[config.mk]
export PLATFORM = sky130hd
export DESIGN_NAME = obp_stage
export DESIGN_NICKNAME = d
export VERILOG_FILES = /design/src/octree_box_placement_macros.svh /design/src/obp_pkg.sv /design/src/obp_stage.sv
export SDC_FILE = /design/constraint.sdc
export NUM_CORES = 1
export LEC_CHECK = 0
export ABC_AREA = 1
export BUFFER_PORTS_ARGS = -buffer_cell sky130_fd_sc_hd__buf_2
export CELL_PAD_IN_SITES_DETAIL_PLACEMENT = 1
export CELL_PAD_IN_SITES_GLOBAL_PLACEMENT = 2
export CORE_ASPECT_RATIO = 1.2
export CORE_UTILIZATION = 33
export DETAILED_ROUTE_END_ITERATION = 8
export PLACE_DENSITY = 0.87
export SETUP_SLACK_MARGIN = 0.1
export SLEW_MARGIN = 20
export SYNTH_ARGS = -nofsm -noshare
export SYNTH_HDL_FRONTEND = slang
export SYNTH_SLANG_ARGS = --single-unit
[constraint.sdc]
create_clock -name i_clk -period 11.5 [get_ports i_clk]
set_clock_uncertainty 0.2 [all_clocks]
set_input_delay 0.575 -clock i_clk [delete_from_list [all_inputs] [get_ports i_clk]]
set_output_delay 0.575 -clock i_clk [all_outputs]
set_load 0.02 [all_outputs]
[src/octree_box_placement_macros.svh]
// Assertion macros for the octree box placement block.
// Included by files that carry concurrent checks; needs no package.
`ifndef OCTREE_BOX_PLACEMENT_MACROS_SVH
`define OCTREE_BOX_PLACEMENT_MACROS_SVH

// Check that cons holds in the same cycle as ante.
`define OBP_ASSERT_NOW(lbl, clk, rst_n, ante, cons, msg) \
    lbl: assert property (@(posedge clk) disable iff (!rst_n) (ante) |-> (cons)) \
        else $error(msg);

// Check that cons holds in the cycle after ante.
`define OBP_ASSERT_NEXT(lbl, clk, rst_n, ante, cons, msg) \
    lbl: assert property (@(posedge clk) disable iff (!rst_n) (ante) |=> (cons)) \
        else $error(msg);

`endif

[src/obp_pkg.sv]
// Shared types and constants for the octree box placement block.
// No dependencies; used by the channel interfaces, the level stage and the top level.
package obp_pkg;

    // Field widths of the channels
    localparam int unsigned COORD_W   = 24;
    localparam int unsigned DEPTH_W   = 4;
    localparam int unsigned SIZE_W    = 5;
    localparam int unsigned LEVEL_W   = 4;
    localparam int unsigned CELL_W    = 8;
    localparam int unsigned CFG_IDX_W = 3;

    // Default and largest supported number of levels
    localparam int unsigned MAX_LEVELS_DEF = 8;
    localparam int unsigned MAX_LEVELS_TOP = 16;

    // Internal widths: level count up to the top, index bits one per level,
    // centre wide enough for root plus offsets at any size_log2 code
    localparam int unsigned LVL_W = 5;
    localparam int unsigned IDX_W = MAX_LEVELS_TOP;
    localparam int unsigned CTR_W = 33;

    // Register reset values
    localparam logic [DEPTH_W-1:0] MAX_DEPTH_RST = 4'd4;
    localparam logic [SIZE_W-1:0]  SIZE_LOG2_RST = 5'd16;

    typedef logic signed [COORD_W-1:0] t_coord;
    typedef logic signed [CTR_W-1:0]   t_ctr;
    typedef logic [LVL_W-1:0]          t_lvl;
    typedef logic [IDX_W-1:0]          t_idx;

    // Configuration register indexes
    typedef enum logic [CFG_IDX_W-1:0] {
        CFG_MAX_DEPTH = 3'd0,
        CFG_ROOT_CX   = 3'd1,
        CFG_ROOT_CY   = 3'd2,
        CFG_ROOT_CZ   = 3'd3,
        CFG_SIZE_LOG2 = 3'd4
    } t_cfg_idx;

    // One box on its way down the levels
    typedef struct packed {
        logic   live;
        t_lvl   level;
        t_idx   idx_x;
        t_idx   idx_y;
        t_idx   idx_z;
        t_ctr   ctr_x;
        t_ctr   ctr_y;
        t_ctr   ctr_z;
        t_coord min_x;
        t_coord min_y;
        t_coord min_z;
        t_coord max_x;
        t_coord max_y;
        t_coord max_z;
    } t_item;

    // Settings every level stage sees
    typedef struct packed {
        t_lvl              depth;
        logic [SIZE_W-1:0] size_log2;
    } t_ctrl;

    // Sign-extend a coordinate to centre width
    function automatic t_ctr sext(input t_coord v);
        return {{(CTR_W - COORD_W){v[COORD_W-1]}}, v};
    endfunction

endpackage

[src/obp_stage.sv]
// One octree level: compares the box with the cell centre and steps into a child.
// Depends on obp_pkg for the item and control structs.
module obp_stage #(
    parameter int unsigned LEVEL = 0
) (
    input  logic           i_clk,
    input  logic           i_rst_n,
    input  logic           i_en,
    input  logic           i_valid,
    input  obp_pkg::t_item i_item,
    input  obp_pkg::t_ctrl i_ctrl,
    output logic           o_valid,
    output obp_pkg::t_item o_item
);

    localparam obp_pkg::t_lvl HERE = obp_pkg::t_lvl'(LEVEL);

    logic           r_valid;
    obp_pkg::t_item r_item;
    obp_pkg::t_item n_item;
    logic           w_xlo, w_xhi, w_ylo, w_yhi, w_zlo, w_zhi;
    logic           w_gx, w_gy, w_gz;
    logic           w_step;
    logic           w_split;
    logic signed [6:0] w_sh;
    obp_pkg::t_ctr  w_off;

    // Compare box against the centre on each axis
    always_comb begin
        w_xlo = obp_pkg::sext(i_item.min_x) < i_item.ctr_x;
        w_xhi = obp_pkg::sext(i_item.max_x) > i_item.ctr_x;
        w_ylo = obp_pkg::sext(i_item.min_y) < i_item.ctr_y;
        w_yhi = obp_pkg::sext(i_item.max_y) > i_item.ctr_y;
        w_zlo = obp_pkg::sext(i_item.min_z) < i_item.ctr_z;
        w_zhi = obp_pkg::sext(i_item.max_z) > i_item.ctr_z;
        w_split = (w_xlo && w_xhi) || (w_ylo && w_yhi) || (w_zlo && w_zhi);
        w_gx = !w_xlo;
        w_gy = w_yhi;
        w_gz = !w_zlo;
    end

    // Child offset: half of the child side, zero once below one LSB
    always_comb begin
        w_sh  = $signed(7'(i_ctrl.size_log2)) - $signed(7'(LEVEL + 2));
        w_off = w_sh[6] ? '0 : (obp_pkg::t_ctr'(1) << w_sh[4:0]);
    end

    // Advance one level, or freeze the item where it stopped
    always_comb begin
        n_item = i_item;
        w_step = i_item.live && (HERE < i_ctrl.depth);
        if (w_step && !w_split) begin
            n_item.ctr_x = w_gx ? i_item.ctr_x + w_off : i_item.ctr_x - w_off;
            n_item.ctr_y = w_gy ? i_item.ctr_y + w_off : i_item.ctr_y - w_off;
            n_item.ctr_z = w_gz ? i_item.ctr_z + w_off : i_item.ctr_z - w_off;
            n_item.idx_x = {i_item.idx_x[obp_pkg::IDX_W-2:0], w_gx};
            n_item.idx_y = {i_item.idx_y[obp_pkg::IDX_W-2:0], w_gy};
            n_item.idx_z = {i_item.idx_z[obp_pkg::IDX_W-2:0], w_gz};
            n_item.level = i_item.level + obp_pkg::t_lvl'(1);
        end else begin
            n_item.live = 1'b0;
        end
    end

    // Hold on stall, move on enable
    always_ff @(posedge i_clk) begin
        if (!i_rst_n) begin
            r_valid <= 1'b0;
        end else if (i_en) begin
            r_valid <= i_valid;
        end
    end

    always_ff @(posedge i_clk) begin
        if (i_en) begin
            r_item <= n_item;
        end
    end

    assign o_valid = r_valid;
    assign o_item  = r_item;

endmodule

==> load_flow_metrics.sql, run 1 <==
INSERT INTO impl_metrics (metric_group, metric, value, unit) VALUES
('detailed_routing', 'avgRoutedWirePerCell', '20.71', 'um'),
('detailed_routing', 'drt-initial-drc-count', '1017', ''),
('sta', 'setup-violations-final', '0', ''),
('power_and_ir_drop', 'leakagePower', '14.01', 'nW'),
('global_route', 'global_route.overflow_total', '0', ''),
('sta', 'rsz_0062_raised_after_global_routing', 'no', ''),
('yosys', 'synth_xor_xnor_area_share', '0.03867', ''),
('yosys', 'combinational_family_with_the_most_area_after_synthesis', 'simple AND/OR/NAND/NOR gates', ''),
('worst_setup_path', 'launching_point_of_the_worst_reg2reg_path', 'o_valid$_SDFFE_PN0P_', ''),
('final_layout', 'layout_cell_share_with_drive_strength_beyond_1', '0.1963', ''),
('clock_tree', 'max-clock-path-buffers', '3', ''),
('clock_tree', 'cts_made_buffers', '38', ''),
('yosys', 'synth_simple_gate_area_frac', '0.2049', ''),
('sta', 'period_needed', '5.584', 'ns'),
('yosys', 'synth_compound_gate_area_share', '0.1462', ''),
('power_and_ir_drop', 'internal_power_component', '0.002667', 'W'),
('worst_hold_path', 'worstHoldPathType', 'input pin to flop', ''),
('worst_setup_path', 'cp.arrival', '5.68', 'ns'),
('global_route', 'grt_first_pass_wirelength', '140.1', 'mm'),
('final_layout', 'post-route-util', '0.4276', ''),
('final_layout', 'area.growth.synth_to_final', '27.45', '%'),
('clock_tree', 'ctsRootBufferMaster', 'sky130_fd_sc_hd__clkbuf_16', ''),
('floorplanning', 'row_count', '105', ''),
('yosys', 'synth_sequential_area_ratio', '0.3870', ''),
('clock_tree', 'post-cts-setup-buffer-count', '0', ''),
('global_route', 'grt_max_degree', '153', ''),
('run_status', 'status', 'complete, no violations', ''),
('floorplanning', 'core_footprint', '0.06884', 'sq mm'),
('worst_setup_path', 'startpoint_type', 'input pin', ''),
('power_and_ir_drop', 'post-layout-total-power', '0.004445', 'W'),
('yosys', 'synth-edff-count', '297', ''),
('yosys', 'synthesis.yosys.warnings', '0', ''),
('placed_design', 'place.gp.congestion', '0.9442', ''),
('yosys', 'yosysTopAreaCellShare', '0.3861', ''),
('yosys', 'mean_cell_area_of_the_mapped_netlist', '8.094', 'sq um'),
('detailed_routing', 'vias', '22720', ''),
('power_and_ir_drop', 'share_comb_of_total_power', '0.406', ''),
('sta', 'finalCritPeriodShare', '0.4855', ''),
('clock_tree', 'numClockSinks', '298', ''),
('run', 'drv.max_cap_violation_count', '0', ''),
('clock_tree', 'cts_tree', 'yes', ''),
('floorplanning', 'fp.dieH', '291.8', 'um'),
('yosys', 'yosysMostFrequentCell', 'sky130_fd_sc_hd__nand2_1', ''),
('power_and_ir_drop', 'net_switching', '0.001778', 'W'),
('worst_setup_path', 'timing.critical_path.from', 'i_item[88]', ''),
('sta', 'postLayoutSetupSlackWorst', '5.916', 'ns'),
('sta', 'fin_setup_tns', '0', 'ns'),
('worst_hold_path', 'hp-start', 'i_item[117]', ''),
('placed_design', 'place.detailed.hpwl', '74.86', 'mm'),
('detailed_routing', 'antenna_left', '0', ''),
('power_and_ir_drop', 'power_per_cell_area', '151.0', 'mW/mm^2'),
('power_and_ir_drop', 'power.share.sequential', '0.315', ''),
('sta', 'report.final.slew_viol_count', '0', ''),
('worst_setup_path', 'worstPathMaxFanout', '45', ''),
('detailed_routing', 'viasPerCell', '5.050', ''),
('worst_setup_path', 'kind_of_end_point_of_the_critical_path', 'flop', ''),
('sta', 'worst-slew-pin-transition', '1.024', 'ns'),
('worst_setup_path', 'timing.critical_path.required', '11.60', 'ns'),
('sta', 'achievable-frequency', '179.1', 'MHz'),
('yosys', 'post-synth-top-area-cell', 'sky130_fd_sc_hd__edfxtp_1', ''),
('yosys', 'post_synth_mux_area_share', '0', ''),
('clock_tree', 'cts.clk_slew.worst_paths', '0.06', 'ns'),
('floorplanning', 'initial_utilization', '0.3356', ''),
('power_and_ir_drop', 'switching_share', '0.4000', ''),
('detailed_routing', 'detail_route.wirelength', '93.17', 'mm'),
('clock_tree', 'cts_htree_levels', '2', ''),
('global_route', 'via_count_of_the_first_global_routing_pass', '23697', ''),
('worst_setup_path', 'timing.setup.critical_path_class', 'input pin to flop', ''),
('yosys', 'syn-cell-area', '0.02310', 'sq mm'),
('clock_tree', 'worst_skew_pair.late_latency', '0.56', 'ns'),
('clock_tree', 'postCtsResizedCells', '0', '');
## placed cells by master, fill, tap and decap left out, drive strengths merged, types with 3 or more instances in the layout
master | synthesis | final
dlygate4sd3 | 0 | 109
inv | 295 | 296
a21oi | 239 | 239
bufinv | 0 | 4
diode | 0 | 4
nor3b | 3 | 3
nand3 | 94 | 94
a21o | 12 | 12
nor2 | 212 | 212
nor3 | 37 | 37
nand4 | 19 | 19
nand2 | 786 | 786
xnor2 | 38 | 38
clkinv | 0 | 14
o21bai | 19 | 19
fa | 3 | 3
a21boi | 14 | 14
xor2 | 64 | 64
a211oi | 5 | 5
a31oi | 5 | 5
nor4 | 8 | 8
clkbuf | 40 | 49
o211ai | 3 | 3
o221ai | 3 | 3
o21a | 17 | 17
buf | 25 | 618
ha | 294 | 294
o21ai | 312 | 312
edfxtp | 297 | 297
## final cells by class
cell class | instances | area, sq um
diodes | 4 | 10.01
clock buffers | 49 | 1023
clock inverters | 21 | 239.0
fillers | 8453 | 39400
inverters | 295 | 1110
multi-input cells | 2196 | 12750
flip-flops and latches | 298 | 8939
well taps | 909 | 1137
repair buffers | 727 | 4232
## path summary, 6_finish.rpt
| check | end | cells past startpoint | slack (ns) |
|---|---|---|---|
| setup / recovery | o_item[169]$_DFFE_PP_ | 30 | 5.92 |
| hold / removal | o_item[117]$_DFFE_PP_ | 1 | 0.02 |
| hold reg to reg | o_valid$_SDFFE_PN0P_ | 2 | 0.37 |
| setup reg to reg | o_valid$_SDFFE_PN0P_ | 2 | 10.60 |
## power by group through the flow
| stage | clock network [W] | registers, W | logic (W) |
|---|---|---|---|
| global placement | 0 | 0.00142 | 0.00176 |
| global route | 0.00130 | 0.00141 | 0.00199 |
| CTS | 0.00127 | 0.00140 | 0.00182 |
| floorplan | 0 | 0.00159 | 0.000967 |
| detailed placement | 0 | 0.00142 | 0.00177 |
| finish | 0.00124 | 0.00140 | 0.00180 |
## logic make-up after synthesis
kind of cell    count (synthesis)
buf+inv                       360
fa+ha+maj                     297
xor+xnor                      102
compound gates                633
simple gates                 1164
flops                         298
## critical path: cells and delay by family
family / cells / cell delay [ns]
AND/OR/NAND/NOR: 19 / 1.77
AO/OA/AOI/OAI: 5 / 1.54
buffers and inverters: 4 / 1.20
adder cells (fa/ha/maj): 2 / 0.58
## metal layers
metal,share of wire,track usage,up-vias
met4,0.032,0.08262,4
met3,0.048,0.03869,125
li1,-,-,11169
met1,0.41,0.3003,10837
met5,0.00035,0,-
met2,0.51,0.4699,585
## through the flow
| stage | instance area [sq um] | instances | hold WS [ns] |
|---|---|---|---|
| floorplan | 23100 | 2854 | 0.4055 |
| CTS | 29430 | 4495 | 0.0002741 |
| detailed placement | 27080 | 4316 | 0.3457 |
| finish | 29440 | 4499 | 0.02421 |
| global placement | 27080 | 4316 | 0.3278 |
| global route | 29440 | 4499 | 0.009958 |
## flip-flops by register name, indices dropped and copies added, names as in the netlist
| signal | count |
|---|---|
| o_valid | 1 |
| o_item | 297 |
Power figures use the tool's default switching activity.
==> run 2, diff against run 1 <==
--- a/config.mk
+++ b/config.mk
@@ -10,9 +10,9 @@
 export CELL_PAD_IN_SITES_DETAIL_PLACEMENT = 1
 export CELL_PAD_IN_SITES_GLOBAL_PLACEMENT = 2
 export CORE_ASPECT_RATIO = 1.2
-export CORE_UTILIZATION = 33
+export CORE_UTILIZATION = 28
 export DETAILED_ROUTE_END_ITERATION = 8
-export PLACE_DENSITY = 0.87
+export PLACE_DENSITY = 0.79
 export SETUP_SLACK_MARGIN = 0.1
 export SLEW_MARGIN = 20
 export SYNTH_ARGS = -nofsm -noshare
==> constraint.sdc (replaced) <==
create_clock -name i_clk -period 5.1 [get_ports i_clk]
set_clock_uncertainty 0.2 [all_clocks]
set_input_delay 0.255 -clock i_clk [delete_from_list [all_inputs] [get_ports i_clk]]
set_output_delay 0.255 -clock i_clk [all_outputs]
set_load 0.02 [all_outputs]
==> load_flow_metrics.sql, run 2 (synthesized netlist as in run 1, its figures left out) <==
INSERT INTO impl_metrics (metric_group, metric, value, unit) VALUES
('worst_setup_path', 'timing.critical_path.required', '5.23', 'ns'),
('power_and_ir_drop', 'worst_ir_drop_vdd', '0.2169', 'mV'),
('global_route', 'grt_util_all_layers', '0.2424', ''),
('worst_setup_path', 'launching_point_of_the_worst_reg2reg_path', 'o_valid$_SDFFE_PN0P_', ''),
('placed_design', 'post-place-cells', '4671', ''),
('sta', 'slew_headroom', '0.3511', ''),
('clock_tree', 'cts_tree', 'yes', ''),
('worst_setup_path', 'worst-r2r-cell-count', '3', ''),
('clock_tree', 'numClockSinks', '298', ''),
('sta', 'finalCritPeriodShare', '0.9299', ''),
('final_layout', 'insertedDiodeCount', '0', ''),
('final_layout', 'fin_nets', '4592', ''),
('worst_setup_path', 'startpoint_type', 'input pin', ''),
('clock_tree', 'worst_skew_pair.late_latency', '0.59', 'ns'),
('floorplanning', 'io_pins', '609', ''),
('sta', 'worst-slew-pin-transition', '0.9734', 'ns'),
('global_route', 'grt_max_degree', '153', ''),
('detailed_routing', 'drcViolationCount', '0', ''),
('global_route', 'global_route.overflow_total', '0', ''),
('detailed_routing', 'drt-pass1-iter-count', '5', ''),
('detailed_routing', 'viasPerCell', '4.840', ''),
('run_status', 'status', 'complete, no violations', ''),
('final_layout', 'finalInstanceArea', '0.03357', 'sq mm'),
('detailed_routing', 'vias', '24511', ''),
('clock_tree', 'cts_made_buffers', '38', ''),
('placed_design', 'place.detailed.hpwl', '80.38', 'mm'),
('worst_setup_path', 'ff2ff_setup_slack', '3.59', 'ns'),
('floorplanning', 'floorplan.die.width', '264.2', 'um'),
('placed_design', 'placement.io_buffers', '608', ''),
('sta', 'rsz_0062_raised_after_global_routing', 'no', ''),
('sta', 'report.final.slew_viol_count', '0', ''),
('worst_setup_path', 'capturing_element_of_the_worst_setup_path', 'o_item[240]$_DFFE_PP_', ''),
('worst_setup_path', 'timing.setup.critical_path_class', 'input pin to flop', ''),
('placed_design', 'placed_area', '0.02897', 'sq mm'),
('worst_setup_path', 'kind_of_end_point_of_the_critical_path', 'flop', ''),
('clock_tree', 'max-clock-path-buffers', '3', ''),
('sta', 'hold_viol_final', '0', ''),
('floorplanning', 'initial_utilization', '0.2821', ''),
('global_route', 'grt_first_pass_wirelength', '155.5', 'mm'),
('worst_setup_path', 'critical-path-max-stage-delay', '0.56', 'ns'),
('worst_hold_path', 'worstHoldPathType', 'input pin to flop', ''),
('worst_setup_path', 'worstPathMaxFanout', '20', ''),
('floorplanning', 'dieArea', '0.08366', 'sq mm'),
('placed_design', 'detailedPlace.worstSlack', '-0.2748', 'ns'),
('clock_tree', 'ctsRootBufferMaster', 'sky130_fd_sc_hd__clkbuf_16', ''),
('sta', 'period_needed', '4.742', 'ns'),
('worst_setup_path', 'cp.arrival', '4.87', 'ns'),
('placed_design', 'place.gp.congestion', '0.9294', ''),
('final_layout', 'layout_cell_share_with_drive_strength_beyond_1', '0.2321', ''),
('sta', 'setup-violations-final', '0', ''),
('worst_setup_path', 'timing.rr.end', 'o_valid$_SDFFE_PN0P_', ''),
('sta', 'achievable-frequency', '210.9', 'MHz'),
('floorplanning', 'fp.dieH', '316.6', 'um'),
('worst_setup_path', 'worst_path_max_delay_cell', 'sky130_fd_sc_hd__dlygate4sd3_1', ''),
('final_layout', 'layout.cells.non_filler', '5064', ''),
('run', 'drv.max_cap_violation_count', '0', ''),
('power_and_ir_drop', 'power_per_cell_area', '323.4', 'mW/mm^2'),
('floorplanning', 'row_count', '115', ''),
('final_layout', 'layout.cells.most_common', 'sky130_fd_sc_hd__nand2_1', ''),
('sta', 'postLayoutSetupSlackWorst', '0.3575', 'ns'),
('detailed_routing', 'drt-initial-drc-count', '1251', ''),
('detailed_routing', 'avgRoutedWirePerCell', '20.69', 'um'),
('worst_setup_path', 'timing.critical_path.from', 'i_item[214]', ''),
('final_layout', 'area.growth.synth_to_final', '45.32', '%'),
('detailed_routing', 'detail_route.wirelength', '104.8', 'mm'),
('floorplanning', 'core_footprint', '0.08187', 'sq mm'),
('detailed_routing', 'antenna_left', '0', ''),
('sta', 'fin_setup_tns', '0', 'ns'),
('final_layout', 'layout_common_cells', '773 x sky130_fd_sc_hd__nand2_1, 607 x sky130_fd_sc_hd__buf_2, 322 x sky130_fd_sc_hd__dlygate4sd3_1', ''),
('clock_tree', 'cts_htree_levels', '2', ''),
('final_layout', 'largest_register_ffs', '297', ''),
('clock_tree', 'cts.clk_slew.worst_paths', '0.06', 'ns'),
('global_route', 'via_count_of_the_first_global_routing_pass', '26172', ''),
('power_and_ir_drop', 'leakagePower', '15.98', 'nW'),
('worst_setup_path', 'crit_path_top_cell_by_count', 'sky130_fd_sc_hd__nand2_1', ''),
('global_route', 'antenna_found_initial', '1', '');
run 2: changes by cell type in the layout (fill, tap and decap cells not counted), moves of 3 or more:
cell / before / now
sky130_fd_sc_hd__clkinv_2: 6 / 0
sky130_fd_sc_hd__a21boi_1: 0 / 3
sky130_fd_sc_hd__nor2_1: 207 / 203
sky130_fd_sc_hd__a21boi_0: 14 / 10
sky130_fd_sc_hd__o21ai_1: 0 / 7
sky130_fd_sc_hd__o21ai_0: 312 / 304
sky130_fd_sc_hd__a21oi_2: 0 / 8
sky130_fd_sc_hd__buf_12: 1 / 11
sky130_fd_sc_hd__a21oi_1: 239 / 231
sky130_fd_sc_hd__diode_2: 4 / 0
sky130_fd_sc_hd__buf_4: 9 / 213
sky130_fd_sc_hd__dlygate4sd3_1: 109 / 322
sky130_fd_sc_hd__nor2_2: 2 / 6
run 2: area by class of cell:
cell class / count / area, sq um
clock inverters: 17 / 231.5
flip-flops and latches: 298 / 8939
well taps: 1053 / 1318
clock buffers: 50 / 1016
multi-input cells: 2196 / 12830
inverters: 295 / 1110
repair buffers: 1155 / 8120
fillers: 10003 / 48300
run 2: critical path: cells and delay by family:
| family | cells | cell delay [ns] |
|---|---|---|
| compound gates | 7 | 1.55 |
| xor+xnor | 1 | 0.18 |
| fa+ha+maj | 2 | 0.71 |
| buf+inv | 4 | 1.02 |
| simple gates | 11 | 1.13 |
run 2: stage by stage:
| stage | util | total power [W] | hold slack (ns) |
|---|---|---|---|
| floorplan | - | 0.005759 | 0.1485 |
| global placement | 0.3538 | 0.007726 | 0.2504 |
| detailed placement | 0.3538 | 0.007763 | 0.2525 |
| CTS | 0.4084 | 0.01087 | 0.02922 |
| global route | 0.4100 | 0.01149 | 0.02850 |
| finish | 0.4100 | 0.01085 | 0.005412 |
run 2: metal layers:
layer | GRT usage | wire [um] | vias to the layer above
met5 | 0 | 13 | -
met4 | 0.08695 | 3677 | 2
li1 | - | - | 12026
met1 | 0.2763 | 42680 | 11776
met2 | 0.4601 | 54750 | 550
met3 | 0.03005 | 3638 | 157
run 2: power breakdown:
part | switching, W | leakage (nW) | internal, W
sequential | 0.0000890 | 2.91 | 0.00307
clock | 0.00120 | 0.596 | 0.00162
combinational | 0.00299 | 12.5 | 0.00188
run 2: how the worst min path moves through the flow:
| stage | startpoint | endpoint | slack [ns] | cells past startpoint |
|---|---|---|---|---|
| 5_1_grt | i_en | o_item[136]$_DFFE_PP_ | 0.03 | 1 |
| 3_5_place_dp | i_item[103] | o_item[103]$_DFFE_PP_ | 0.25 | 1 |
| 6_report | i_en | o_item[136]$_DFFE_PP_ | 0.005 | 1 |
| 2_1_floorplan | i_en | o_valid$_SDFFE_PN0P_ | 0.15 | 1 |
| 4_1_cts | i_en | o_item[136]$_DFFE_PP_ | 0.03 | 1 |
| 3_3_place_gp | i_item[0] | o_item[0]$_DFFE_PP_ | 0.25 | 1 |
run 2: timing repair:
| action | in CTS | in global routing |
|---|---|---|
| buffers inserted | 0 | 3 |
| setup endpoints to repair | 0 | 44 |
| hold buffers | 322 | 0 |
| resized for setup | 0 | 32 |
| endpoints found under the hold margin | 297 | 0 |
